<file path="config.mk">
export PLATFORM = sky130hd
export DESIGN_NAME = mdme_scale
export DESIGN_NICKNAME = d
export VERILOG_FILES = /design/src/hw/rtl/assert_macros.svh /design/src/hw/rtl/mdme_pkg.sv /design/src/hw/rtl/mdme_scale.sv
export SDC_FILE = /design/constraint.sdc
export NUM_CORES = 1
export LEC_CHECK = 0
export ABC_AREA = 1
export BUFFER_PORTS_ARGS = -buffer_cell sky130_fd_sc_hd__buf_2
export CAP_MARGIN = 20
export CORE_MARGIN = 1
export CORE_UTILIZATION = 63
export CTS_CLUSTER_SIZE = 8
export DETAILED_ROUTE_END_ITERATION = 10
export GPL_TIMING_DRIVEN = 0
export PLACE_DENSITY = 0.86
export SLEW_MARGIN = 10
export SYNTH_ARGS = -nofsm -noshare
export SYNTH_HDL_FRONTEND = slang
export SYNTH_SLANG_ARGS = --single-unit
</file>
<file path="constraint.sdc">
create_clock -name clk -period 8.4 [get_ports clk]
set_clock_uncertainty 0.05 [all_clocks]
set_input_delay 1.26 -clock clk [delete_from_list [all_inputs] [get_ports clk]]
set_output_delay 1.26 -clock clk [all_outputs]
set_load 0.02 [all_outputs]
</file>
<file path="src/hw/rtl/assert_macros.svh">
// assertion macros shared by the rtl files that check themselves
// depends on a clock named clk and an active-low reset named rst_n in scope
`ifndef ASSERT_MACROS_SVH
`define ASSERT_MACROS_SVH

// property must hold at every clock edge outside reset
`define MDME_ASSERT(lbl, expr, msg) \
    lbl: assert property (@(posedge clk) disable iff (!rst_n) (expr)) else $error(msg);

// consequent must hold in the same cycle as the antecedent
`define MDME_ASSERT_IMPL(lbl, ante, cons, msg) \
    lbl: assert property (@(posedge clk) disable iff (!rst_n) (ante) |-> (cons)) \
        else $error(msg);

// consequent must hold in the cycle after the antecedent
`define MDME_ASSERT_NEXT(lbl, ante, cons, msg) \
    lbl: assert property (@(posedge clk) disable iff (!rst_n) (ante) |=> (cons)) \
        else $error(msg);

`endif

</file>
<file path="src/hw/rtl/mdme_pkg.sv">
// shared types and constants for the match distance spread estimator
// no dependencies
`timescale 1ns / 1ps

package mdme_pkg;

    // store geometry
    localparam int MAX_MATCHES = 64;
    localparam int CNT_W       = $clog2(MAX_MATCHES + 1);
    localparam int STEP_W      = $clog2(MAX_MATCHES);
    localparam int NUM_LANES   = 2;
    localparam int LANE_NEAR   = 0;
    localparam int LANE_GAP    = 1;

    // distance and result formats
    localparam int DIST_W   = 9;
    localparam int SPREAD_W = 25;
    localparam logic [DIST_W-1:0] DIST_MAX = 9'd256;

    // spread = mad * 97163 + floor((mad * 842 + 625) / 1250)
    localparam int FRAC_W      = 18;
    localparam int RECIP_W     = 18;
    localparam int PROD_W      = FRAC_W + RECIP_W;
    localparam int RECIP_SHIFT = 28;
    localparam logic [SPREAD_W-1:0] SCALE_INT = 25'd97163;
    localparam logic [FRAC_W-1:0]   FRAC_NUM  = 18'd842;
    localparam logic [FRAC_W-1:0]   ROUND_ADD = 18'd625;
    // ceil(2^28 / 1250), exact floor division for the 18-bit range
    localparam logic [RECIP_W-1:0]  RECIP     = 18'd214749;

    // one input beat
    typedef struct packed {
        logic [DIST_W-1:0] nearest_distance;
        logic [DIST_W-1:0] second_distance;
        logic              last_item;
    } in_t;

    // one result beat
    typedef struct packed {
        logic [SPREAD_W-1:0] nearest_spread;
        logic [SPREAD_W-1:0] gap_spread;
        logic                overflowed;
    } out_t;

    // one value per lane: nearest distance and gap
    typedef logic [NUM_LANES-1:0][DIST_W-1:0] dpair_t;

    // per-cycle command broadcast to every cell
    typedef struct packed {
        logic load;
        logic init;
        logic rank;
        logic extract;
        logic deviate;
    } cell_ctrl_t;

endpackage

</file>
<file path="src/hw/rtl/mdme_scale.sv">
// two-stage fixed-point scaler: spread = round(1.4826 * mad * 2^16)
// depends on mdme_pkg
`timescale 1ns / 1ps

module mdme_scale
    import mdme_pkg::*;
(
    input  logic                clk,
    input  logic [DIST_W-1:0]   mad,
    output logic [SPREAD_W-1:0] spread
);

    logic [SPREAD_W-1:0]               base_reg, base_next;
    logic [FRAC_W-1:0]                 y_reg, y_next;
    logic [SPREAD_W-1:0]               spread_reg, spread_next;
    logic [PROD_W-1:0]                 prod;
    logic [PROD_W-RECIP_SHIFT-1:0]     q;

    // stage one: integer part and rounding numerator
    always_comb
    begin
        base_next = SPREAD_W'(mad) * SCALE_INT;
        y_next    = FRAC_W'(mad) * FRAC_NUM + ROUND_ADD;
    end

    // stage two: divide the numerator by 1250 through the reciprocal
    always_comb
    begin
        prod        = PROD_W'(y_reg) * PROD_W'(RECIP);
        q           = prod[PROD_W-1:RECIP_SHIFT];
        spread_next = base_reg + SPREAD_W'(q);
    end

    always_ff @(posedge clk)
    begin
        base_reg   <= base_next;
        y_reg      <= y_next;
        spread_reg <= spread_next;
    end

    assign spread = spread_reg;

endmodule

</file>
Word level (Yosys, flattened, before mapping):

Cells that the tools add are included.

* register bits after elaboration: 68
* input port bits: 10
* output and inout bits: 25
* word-level logic and storage cells: 8

* add/subtract/negate cells: 2
* multipliers: 3

Operator list (count)
* multiplier 18 x 18 -> 36 bit (second input constant): 1
* adder 25 x 8 -> 25 bit: 1
* multiplier 9 x 17 -> 25 bit (second input constant): 1
* adder 18 x 10 -> 18 bit (second input constant): 1
* multiplier 9 x 9 -> 17 bit (second input constant): 1

Longest topological paths before layout:

* depth after elaboration: 2
* depth in mapped cells: 35
* depth with buffers taken out: 35

Least setup slack after synthesis:

Ideal clock, no wire load.

* kind: register to register
* start: register y_reg[2]
* end: register spread_reg[14] (netlist: spread[14])
* setup time: 0.112 ns
* data arrival time: 5.907 ns
* data required time: 8.238 ns
* path slack: 2.331 ns
* stages on the path, launching flop included: 32
* path buffers: 0
* period minus slack after synthesis: 6.069 ns
* cell sequence: dfxtp_1 > ha_1 > xor2_1 > ha_1 > inv_1 > fa_1 > inv_1 > fa_1 > fa_1 > inv_1 > fa_1 > inv_1 > ha_1 > a21oi_1 > o21ai_0 > a21oi_1 > o21a_1 > nand3_1 > nand2_1 > ha_1 > inv_1 > fa_1 > inv_1 > nand3_1 > nor2_1 > nor2_1 > o21ai_4 > nand2_2 > nor2_2 > nand2_1 > nand2_1 > nand2_1

* word-level cells in the longest chain between the ends: 2

Ends and longest elaborated chain
* start, declared: RTL line mdme_scale.sv:14 `logic [FRAC_W-1:0] y_reg, y_next;`
* start signal, assigned: RTL line mdme_scale.sv:37 `y_reg <= y_next;`
* multiplier 18 x 18 -> 36 bit: RTL line mdme_scale.sv:29 `prod = PROD_W'(y_reg) * PROD_W'(RECIP);`
* adder 25 x 8 -> 25 bit: RTL line mdme_scale.sv:31 `spread_next = base_reg + SPREAD_W'(q);`
* named net spread_next[14]: RTL line mdme_scale.sv:15 `logic [SPREAD_W-1:0] spread_reg, spread_next;`
* end signal, assigned: RTL line mdme_scale.sv:38 `spread_reg <= spread_next;`
* end, declared: RTL line mdme_scale.sv:15

The timed path passes the listed nets, and every way through them passes these cells.

Final worst setup path:

Ends and elaborated chain as after synthesis.

==> impl_results.md <==
* Outcome: finished, final reports clean
* Die Wd at 146 um
* Crit path max-delay cell type: dfxtp_1
* Final #Nets at 2,065
* CP Class: flip-flop to flip-flop
* Fmax at 141 MHz
* Total global routing overflow at 0
* MaxCap Viol Count at 0
* Initial Utilization at 0.642
* Post-synthesis sequential area ratio at 0.102
* Startpoint Class: flip-flop
* Largest stage delay, worst path at 660 ps
* Drt first pass iters at 7
* GRT Util Overall at 0.301
* Post-route antenna net violation count at 0
* Relative slew slack at 0.613
* RSZ-0062 raised after global routing: no
* Hold-fix buffers, CTS at 0
* WHS Path Cells at 1
* Ports at 35
* Post-DP HPWL at 25,900 um
* Filler Cells Inserted at about 1,500
* Synth top area cells: fa_1 28%, ha_1 24%, inv_1 14%, dfxtp_1 10%, nand2_1 6.3%
* Area Overhead vs Synth at 6.52%
* First-pass GRT wire length at 50,700 um
* CP dominant cell by count: nand2_1
* Row count at between 50 and 60
* Clk sinks at 66
* Post-synth top area cell: fa_1
* Post-CTS setup buffer count at 0
* Share of layout cells above drive strength 1 at 0.0456
* Sum of negative setup slack at 0 ps
* Largest net degree at the start of global routing at 13
* Tcrit/Tclk final at 0.843
* Fin. Hold Viols at 0
* Core Area at 20,200 sq um
* Worst-path fanout max at 9
* Initial antenna violation count at 0
* Worst setup EP type: flip-flop
* H-tree depth at 3
* Total CTS buffers at 9
* Routed length per instance at 15.8 um
* Netlist cell types at 38
* Worst EP required at ~8600 ps
* Syn avg cell area at 8.25 sq um
* Max-slew violations at 0
* Clk root buf: clkbuf_16
* Ys Warns at 0
* Max Buffers Root-to-Sink at 2
* ANT cells at 0
* Vias in the first global route at 10,963
* Measured slew at the worst slew-check pin at 580 ps
* Vias per cell at 5.40
* Full die area at around 21,000 sq um
* Crit path time final at 7080 ps
* Routed vias at 10,237
* CTS resizes at 0
* Clk pin slew, worst setup/hold paths at 60 ps
* Worst-Skew Late Latency at 340 ps
* Syn Nets at 2,020
* Gate Count Post-Synth at 1,574
* DRC Markers at 0
* CP Data Arrival Time at ~7300 ps
* CTS tree: yes
* Hold crit path type: flip-flop to flip-flop
* Routed WL at 30,000 um
* GP Congestion at 0.940
* Die Y at around 150 um
* Port buffer count at 34
* Synth top area share at 0.284
* Starting DRC count in detailed routing at about 640
* Syn Std Cell Area at 13,000 sq um
* R2R cell count at 32
* Post-synthesis register bit count at 66
* Endpoints failing setup at 0
## layout make-up
type,count,area (sq um),area share
clock buffer,11,253,0.0183
clock inverter,5,85.1,0.00615
inverter,473,1780,0.128
multi-input combinational,1035,9880,0.715
sequential,66,1320,0.0956
tap,270,338,0.0244
timing repair buffer,34,170,0.0123
## worst max-delay path, delay by kind of cell (launching register included)
kind                       cells  cell delay [ps]
AOI/OAI and AO/OA              4              850
adders and majority gates      8             3390
xor gates and xnor gates       2              560
buffers and inverters          6              490
and+or+nand+nor               12              980
DFF                            1              660
## cell families (layout without fill, tap and decap cells)
kind of cell,count (synthesis),after routing,synth area share
AOI/OAI and AO/OA,130,130,0.0577
buffers and inverters,473,523,0.137
xor gates and xnor gates,64,64,0.0432
DFF,66,66,0.102
and+or+nand+nor,405,405,0.134
adders and majority gates,436,436,0.527
## final timing paths
check,startpoint,to,slack [ps]
worst min register to register,base_reg[22]$_DFF_P_,spread[22]$_DFF_P_,400
worst min-delay path,base_reg[22]$_DFF_P_,spread[22]$_DFF_P_,400
worst max register to register,y_reg[2]$_DFF_P_,spread[14]$_DFF_P_,1320
worst max-delay path,y_reg[2]$_DFF_P_,spread[14]$_DFF_P_,1320
## metrics by stage
step           area [sq um]  std cells  hold WS, ps  worst slack (ps)   util
2_1_floorplan         13000       1574          363              2330      -
3_3_place_gp          13500       1878          367              1560  0.667
3_5_place_dp          13500       1878          398              1370  0.667
4_1_cts               13800       1894          407              1330  0.683
5_1_grt               13800       1894          428               834  0.683
6_report              13800       1894          403              1320  0.683
## cells in the mapped netlist (all sizes together)
cell type,number
inv,473
ha,252
nand2,225
fa,184
nor2,80
dfxtp,66
a21oi,62
nand3,55
xor2,40
o21ai,37
xnor2,24
nand4,16
nor3,14
o21bai,9
nor4,8
a31oi,6
a21o,5
a211oi,4
a21boi,3
nand3b,3
and2,2
a31o,1
and3,1
o211ai,1
o21a,1
o311ai,1
or2,1
## placed cells by master (no fill, tap or decap), drive strengths merged, types with 6 or more instances in the layout
cell,count
nand2,225
nor4,8
a31oi,6
xnor2,24
ha,252
clkbuf,11
inv,474
buf,34
a21oi,62
o21bai,9
nor3,14
o21ai,37
nor2,80
nand4,16
xor2,40
dfxtp,66
fa,184
nand3,55
## metal layers
metal / up-vias / track usage / part of all wire
li1: 4890 / - / -
met4: 0 / 0.115 / 0.030
met1: 4900 / 0.360 / 0.40
met5: - / 0 / 0
met2: 361 / 0.542 / 0.50
met3: 86 / 0.0498 / 0.065
Power is not shown: default switching activity piles up to over one toggle a cycle in this logic, so the estimate is an artifact.
