### src/hw/rtl/assert_macros.svh
// assertion macros shared by the rtl files that check themselves
// depends on a clock named clk and an active-low reset named rst_n in scope
`ifndef ASSERT_MACROS_SVH
`define ASSERT_MACROS_SVH

// property must hold at every clock edge outside reset
`define MDME_ASSERT(lbl, expr, msg) \
    lbl: assert property (@(posedge clk) disable iff (!rst_n) (expr)) else $error(msg);

// consequent must hold in the same cycle as the antecedent
`define MDME_ASSERT_IMPL(lbl, ante, cons, msg) \
    lbl: assert property (@(posedge clk) disable iff (!rst_n) (ante) |-> (cons)) \
        else $error(msg);

// consequent must hold in the cycle after the antecedent
`define MDME_ASSERT_NEXT(lbl, ante, cons, msg) \
    lbl: assert property (@(posedge clk) disable iff (!rst_n) (ante) |=> (cons)) \
        else $error(msg);

`endif

### src/hw/rtl/mdme_pkg.sv
// shared types and constants for the match distance spread estimator
// no dependencies
`timescale 1ns / 1ps

package mdme_pkg;

    // store geometry
    localparam int MAX_MATCHES = 64;
    localparam int CNT_W       = $clog2(MAX_MATCHES + 1);
    localparam int STEP_W      = $clog2(MAX_MATCHES);
    localparam int NUM_LANES   = 2;
    localparam int LANE_NEAR   = 0;
    localparam int LANE_GAP    = 1;

    // distance and result formats
    localparam int DIST_W   = 9;
    localparam int SPREAD_W = 25;
    localparam logic [DIST_W-1:0] DIST_MAX = 9'd256;

    // spread = mad * 97163 + floor((mad * 842 + 625) / 1250)
    localparam int FRAC_W      = 18;
    localparam int RECIP_W     = 18;
    localparam int PROD_W      = FRAC_W + RECIP_W;
    localparam int RECIP_SHIFT = 28;
    localparam logic [SPREAD_W-1:0] SCALE_INT = 25'd97163;
    localparam logic [FRAC_W-1:0]   FRAC_NUM  = 18'd842;
    localparam logic [FRAC_W-1:0]   ROUND_ADD = 18'd625;
    // ceil(2^28 / 1250), exact floor division for the 18-bit range
    localparam logic [RECIP_W-1:0]  RECIP     = 18'd214749;

    // one input beat
    typedef struct packed {
        logic [DIST_W-1:0] nearest_distance;
        logic [DIST_W-1:0] second_distance;
        logic              last_item;
    } in_t;

    // one result beat
    typedef struct packed {
        logic [SPREAD_W-1:0] nearest_spread;
        logic [SPREAD_W-1:0] gap_spread;
        logic                overflowed;
    } out_t;

    // one value per lane: nearest distance and gap
    typedef logic [NUM_LANES-1:0][DIST_W-1:0] dpair_t;

    // per-cycle command broadcast to every cell
    typedef struct packed {
        logic load;
        logic init;
        logic rank;
        logic extract;
        logic deviate;
    } cell_ctrl_t;

endpackage

### src/hw/rtl/mdme_cell.sv
// one cell of the ring: holds one stored match (nearest and gap lanes),
// ranks it against the circulating values; depends on mdme_pkg
`timescale 1ns / 1ps

module mdme_cell
    import mdme_pkg::*;
(
    input  logic             clk,
    input  logic             rst_n,
    input  cell_ctrl_t       ctrl,
    input  logic             valid,
    input  logic [CNT_W-1:0] k,
    input  dpair_t           hold_in,
    input  dpair_t           circ_in,
    input  logic             cv_in,
    output dpair_t           hold,
    output dpair_t           circ,
    output logic             cv
);

    dpair_t                            hold_reg, hold_next;
    dpair_t                            circ_reg, circ_next;
    logic                              cv_reg, cv_next;
    logic [NUM_LANES-1:0][CNT_W-1:0]   lt_reg, lt_next;
    logic [NUM_LANES-1:0][CNT_W-1:0]   le_reg, le_next;
    logic [NUM_LANES-1:0]              lt_inc, le_inc, flag;
    dpair_t                            dev;

    // per-lane compare, selection flag and absolute deviation
    always_comb
    begin
        for (int l = 0; l < NUM_LANES; l++)
        begin
            lt_inc[l] = cv_reg && (circ_reg[l] < hold_reg[l]);
            le_inc[l] = cv_reg && (circ_reg[l] <= hold_reg[l]);
            flag[l]   = valid && (lt_reg[l] <= k) && (k < le_reg[l]);
            dev[l]    = (hold_reg[l] >= circ_reg[l]) ? (hold_reg[l] - circ_reg[l])
                                                     : (circ_reg[l] - hold_reg[l]);
        end
    end

    // next state of the cell
    always_comb
    begin
        hold_next = hold_reg;
        circ_next = circ_reg;
        cv_next   = cv_reg;
        lt_next   = lt_reg;
        le_next   = le_reg;
        if (ctrl.load)
        begin
            hold_next = hold_in;
        end
        if (ctrl.deviate)
        begin
            hold_next = dev;
        end
        if (ctrl.init)
        begin
            circ_next = hold_reg;
            cv_next   = valid;
            lt_next   = '0;
            le_next   = '0;
        end
        if (ctrl.rank)
        begin
            circ_next = circ_in;
            cv_next   = cv_in;
            for (int l = 0; l < NUM_LANES; l++)
            begin
                lt_next[l] = lt_reg[l] + CNT_W'(lt_inc[l]);
                le_next[l] = le_reg[l] + CNT_W'(le_inc[l]);
            end
        end
        if (ctrl.extract)
        begin
            for (int l = 0; l < NUM_LANES; l++)
            begin
                circ_next[l] = flag[l] ? hold_reg[l] : circ_in[l];
            end
        end
    end

    // circulating valid mark
    always_ff @(posedge clk or negedge rst_n)
    begin
        if (!rst_n)
        begin
            cv_reg <= 1'b0;
        end
        else
        begin
            cv_reg <= cv_next;
        end
    end

    // stored value, circulating value and rank counts
    always_ff @(posedge clk)
    begin
        hold_reg <= hold_next;
        circ_reg <= circ_next;
        lt_reg   <= lt_next;
        le_reg   <= le_next;
    end

    assign hold = hold_reg;
    assign circ = circ_reg;
    assign cv   = cv_reg;

endmodule

### config.mk
export PLATFORM = sky130hd
export DESIGN_NAME = mdme_cell
export DESIGN_NICKNAME = d
export VERILOG_FILES = /design/src/hw/rtl/assert_macros.svh /design/src/hw/rtl/mdme_pkg.sv /design/src/hw/rtl/mdme_cell.sv
export SDC_FILE = /design/constraint.sdc
export NUM_CORES = 1
export LEC_CHECK = 0
export BUFFER_PORTS_ARGS = -buffer_cell sky130_fd_sc_hd__buf_2
export CAP_MARGIN = 20
export CORE_UTILIZATION = 30
export CTS_CLUSTER_DIAMETER = 100
export DETAILED_ROUTE_END_ITERATION = 7
export SLEW_MARGIN = 30
export SYNTH_ARGS = -nofsm -noshare
export SYNTH_HDL_FRONTEND = slang
export SYNTH_SLANG_ARGS = --single-unit
### constraint.sdc
create_clock -name clk -period 4.8 [get_ports clk]
set_clock_uncertainty 0.05 [all_clocks]
set_input_delay 0.96 -clock clk [delete_from_list [all_inputs] [get_ports clk]]
set_output_delay 0.96 -clock clk [all_outputs]
set_load 0.1 [all_outputs]
# [Yosys cells after proc, flatten, opt, wreduce, memory -nomap -nowiden]
# Index checks and enable logic that the tools add are counted.
[word_totals] register_bits=65 inputBits=52 output_inout_bits=37
[op_classes] reduce_logical=11 magnitude_cmp=10 muxes=14 n_addsub=8
[op_table] operator="$mux 18" count=5
[op_table] operator="$mux 14" count=3
[op_table] operator="$mux 9" count=4
[op_table] operator="$sub 9x9->9" count=4
[op_table] operator="$add 7x1->7" count=4
[op_table] operator="$ge 9x9->1" count=2
[op_table] operator="$le 9x9->1" count=2
[op_table] operator="$lt 9x9->1" count=2
[op_table] operator="$le 7x7->1" count=2
[op_table] operator="$lt 7x7->1" count=2
[op_table] operator="$logic_and 1x1->1" count=8
[op_table] operator="$reduce_bool 2->1" count=2
[op_table] operator="$reduce_bool 3->1" count=1
[op_table] operator="$mux 1" count=2

# [Logic depth before layout (Yosys ltp)]
[logic_depth] word_depth=5 depth_mapped=15

# [Least setup slack after synthesis]
# OpenSTA, ideal clock, no wires.
[synth_timing] path_kind="register to register" start="register hold_reg, in the netlist hold[1]" end="register le_reg[6] (netlist name) (data pin)" setup_ns=0.255 arrival_ns=3.209 n_path_buf=0 path_stages_with_launch=15 period_less_slack_ns=3.513 setup_slack_ns=1.287 required_ns=4.495 cell_sequence="edfxtp_1 -> inv_1 -> ha_1 -> nor2b_1 -> o21ai_0 -> and2_1 -> o21ai_0 -> a21oi_1 -> a31o_2 -> ha_1 -> ha_1 -> nand3_1 -> nor3_1 -> xnor2_1 -> and2_1"
[synth_via] elab_chain_len=4
[synth_lines] element="from (decl)" line_no="mdme_cell.sv:21" text="dpair_t hold_reg, hold_next;"
[synth_lines] element="from (signal assigned)" line_no="mdme_cell.sv:100" text="hold_reg <= hold_next;"
[synth_lines] element="$le 9x9->1" line_no="mdme_cell.sv:35" text="le_inc[l] = cv_reg && (circ_reg[l] <= hold_reg[l]);"
[synth_lines] element="$logic_and 1x1->1" line_no="mdme_cell.sv:35"
[synth_lines] element="$add 7x1->7" line_no="mdme_cell.sv:72" text="le_next[l] = le_reg[l] + CNT_W'(le_inc[l]);"
[synth_lines] element="$mux 14" line_no="mdme_cell.sv:65" text="if (ctrl.rank)"
[synth_lines] element="to (signal assigned)" line_no="mdme_cell.sv:103" text="le_reg <= le_next;"
[synth_lines] element="to (decl)" line_no="mdme_cell.sv:25" text="logic [NUM_LANES-1:0][CNT_W-1:0] le_reg, le_next;"
# No other way between the ends.
# A chain may end at the register's enable or synchronous reset.

# [Final worst setup path]
[layout_timing] start="register circ_reg, in the netlist circ[4]" end="register le_reg[6] (netlist name) (data pin)"
[layout_via] elab_chain_len=4
[layout_lines] element="from (decl)" line_no="mdme_cell.sv:22" text="dpair_t circ_reg, circ_next;"
[layout_lines] element="from (signal assigned)" line_no="mdme_cell.sv:101" text="circ_reg <= circ_next;"
[layout_lines] element="$le 9x9->1" line_no="mdme_cell.sv:35"
[layout_lines] element="$logic_and 1x1->1" line_no="mdme_cell.sv:35"
[layout_lines] element="$add 7x1->7" line_no="mdme_cell.sv:72"
[layout_lines] element="$mux 14" line_no="mdme_cell.sv:65"
# No other way between the ends.

==> summary.md <==
| Metric | Value |
|---|---|
| Status | `finished, final reports clean` |
| Total gr overflow | `0` |
| Die X | `between 100 and 150 µm` |
| Detailed placement HPWL | `10,100 µm` |
| Max Fanout on Critical Path | `10` |
| Core area | `between 0.015 and 0.02 mm²` |
| Most frequent CP cell | `ha_1` |
| Nets@finish | `775` |
| Worst EP arrival | `3.25 ns` |
| Yosys cell types | `67` |
| Mapped cell area | `roughly 0.0055 mm²` |
| Commonest non-fill, non-tap cell in the layout | `buf_2` |
| CP top delay family | `adder cells` |
| Final Non-Filler Cells | `881` |
| Setup CP Type | `reg -> reg` |
| Max IR drop VDD | `387 µV` |
| Layout fillers | `about 1,900` |
| Vias in the first global route | `4,120` |
| Yosys warns | `0` |
| CP startpoint kind | `flip-flop` |
| Global-route wire length before repair | `21,300 µm` |
| Max frequency | `311 MHz` |
| I/O pin cnt | `89` |
| Initial antenna violation count | `0` |
| Layout cell share with drive strength beyond 1 | `21.8%` |
| Placed cells | `between 800 and 900` |
| Commonest cells after routing, fill and taps aside | `88 x buf_2, 70 x ha_1, 68 x inv_1` |
| GP Congestion | `0.854` |
| Setup Viol. Count Final | `0` |
| Post-CTS sizing | `0` |
| CTS clk-pin slew, worst paths | `0.06 ns` |
| Count of final hold-check violations | `0` |
| DR iter-0 viols | `around 250` |
| CTS root buffer | `clkbuf_16` |
| Syn avg cell area | `about 9.7 µm²` |
| Diodes inserted | `0` |
| Setup TNS | `0 ns` |
| Detailed-route via count | `4,450` |
| Die height | `138 µm` |
| Drt first pass iters | `5` |
| Worst hold path type | `in -> async` |
| Worst slew margin | `48.5%` |
| Syn nets | `693` |
| Ys flop type | `edfxtp_1` |
| Post-route DRC | `0` |
| DR vias/cell | `5.05` |
| Fin. max-slew vios | `0` |
| Worst path bufs/invs | `0` |
| H-tree Lvls | `3` |
| CP Cell Sequence | `ha_1, and3_1, o21ai_0, and2_1, o21ai_0, a21oi_1, a31o_2, ha_1, ha_1, nand3_1, nor3_1, xnor2_1, and2_1` |
| WL final | `13,500 µm` |
| Register area share after synthesis | `between 30% and 40%` |
| WL/cell | `around 15 µm` |
| Starting Density | `30.6%` |
| P per Cell Area | `651 mW/mm²` |
| Largest net degree at the start of global routing | `34` |
| Required @ worst endpoint | `just under 5 ns` |
| Die area | `between 0.015 and 0.02 mm²` |
| Hold Buf Count CTS | `0` |
| IO Port Bufs | `88` |
| Area Growth Syn to Fin | `16.1%` |
| EDFF count, synth | `64` |
| CTS tree | `yes` |
| Rows | `49` |
| Synth Instances | `567` |
| Period utilization | `between 60% and 70%` |
| # Max-Cap Violations | `0` |
| Seq cells post-synth | `65` |
| RSZ-0062 raised after global routing | `false` |
| Crit path capture type | `flip-flop` |
| Setup Fix Bufs, Post-CTS | `0` |
| Slew @ Worst Pin | `0.770 ns` |
| Clock latency at the later pin of the worst-skew pair | `0.34 ns` |
| Maximum clock insertion buffer count | `2` |
| Max incr delay on CP | `0.48 ns` |
| Leakage Power | `2.96 nW` |
| Asr flop ratio synth | `1.54%` |
| # clock sinks | `65` |
| Antenna viol nets, final | `0` |
| Overall Global Routing Usage | `about 15%` |
| Max stage delay cell, worst path | `ha_1` |
| Num CTS Buffers | `9` |
| Crit path time final | `approximately 3.2 ns` |
==> layer usage <==
layer	global-route usage (%)	routed length, µm	vias up
li1	-	-	2219
met1	20.6	6700	2097
met2	22.7	5920	118
met3	3.13	659	16
met4	4.40	185	0
met5	0	0	-
==> worst paths after layout <==
kind	from	to	slack, ns	depth (start not counted)
setup / recovery	circ[4]	le_reg[6]	1.58	13
setup reg to reg	circ[4]	le_reg[6]	1.58	13
max in group asynchronous	rst_n	cv	4.25	1
min in group clk	hold[5]	circ[5]	0.60	1
hold reg to reg	hold[5]	circ[5]	0.60	1
hold / removal	rst_n	cv	0.35	1
==> per-stage QoR <==
| stage | instance area, µm² | setup WS (ns) | hold WS [ns] | utilization [%] | power [W] |
|---|---|---|---|---|---|
| floorplan | 5520 | 1.29 | 0.597 | - | 0.00311 |
| global route | 6410 | 1.30 | 0.340 | 35.6 | 0.00447 |
| global placement | 6160 | 1.48 | 0.577 | 34.2 | 0.00356 |
| CTS | 6410 | 1.58 | 0.338 | 35.6 | 0.00419 |
| detailed placement | 6160 | 1.46 | 0.585 | 34.2 | 0.00358 |
| finish | 6410 | 1.58 | 0.354 | 35.6 | 0.00417 |
==> cell type report <==
| type | count | area (µm²) | share of cell area [%] |
|---|---|---|---|
| Clock inverter | 5 | 25.0 | 0.390 |
| Timing Repair Buffer | 89 | 448 | 6.99 |
| Tap cell | 229 | 287 | 4.47 |
| Multi-Input combinational cell | 416 | 3220 | 50.3 |
| Inverter | 68 | 255 | 3.98 |
| Sequential cell | 65 | 1950 | 30.4 |
| Clock buffer | 9 | 225 | 3.51 |
==> cell usage after synthesis, types with 3 or more instances <==
library cell | instances | area (µm²)
ha_1 | 70 | 876
inv_1 | 68 | 255
edfxtp_1 | 64 | 1920
and2_1 | 27 | 169
nand2_1 | 27 | 101
a21oi_1 | 26 | 130
o21ai_0 | 26 | 130
nand3_1 | 22 | 110
mux2_2 | 20 | 225
nor2_1 | 18 | 67.6
a21o_1 | 17 | 128
xnor2_1 | 16 | 140
nand4_1 | 14 | 87.6
nor2b_1 | 14 | 87.6
and3_1 | 11 | 68.8
nand2b_1 | 10 | 62.6
a211oi_1 | 8 | 60.1
clkbuf_1 | 7 | 26.3
or3_1 | 7 | 43.8
nor3_1 | 6 | 30.0
or2_2 | 5 | 31.3
buf_2 | 4 | 20.0
fa_1 | 4 | 80.1
o21a_1 | 4 | 30.0
xor2_1 | 4 | 35.0
and4_1 | 3 | 26.3
mux2i_1 | 3 | 30.0
o2111ai_1 | 3 | 26.3
o211ai_1 | 3 | 22.5
o21bai_1 | 3 | 22.5
o31ai_1 | 3 | 22.5
or4_1 | 3 | 22.5
==> cells by family (layout without fill, tap and decap cells) <==
| kind of cell | count (synthesis) | after routing | share of synthesized area [%] |
|---|---|---|---|
| adder cells (fa/ha/maj) | 74 | 74 | 17.3 |
| buffers and inverters | 86 | 171 | 6.37 |
| XOR/XNOR | 20 | 20 | 3.17 |
| AND/OR/NAND/NOR | 174 | 174 | 17.5 |
| flip-flops | 65 | 65 | 35.3 |
| AO/OA/AOI/OAI | 125 | 125 | 15.7 |
| multiplexers | 23 | 23 | 4.62 |
==> where the power goes <==
group	switching, W	internal [W]
Combinational	0.00181	0.000790
Clock	0.000250	0.000339
Sequential	0.000147	0.000830
==> worst reg2reg max path: stages, from the launching register on <==
cell and delay (ns):
edfxtp_1 0.42, ha_1 0.48, and3_1 0.22, o21ai_0 0.10, and2_1 0.19, o21ai_0 0.22, a21oi_1 0.13, a31o_2 0.26
ha_1 0.20, ha_1 0.21, nand3_1 0.13, nor3_1 0.07, xnor2_1 0.12, and2_1 0.16
(Power assumes the default switching activity.)
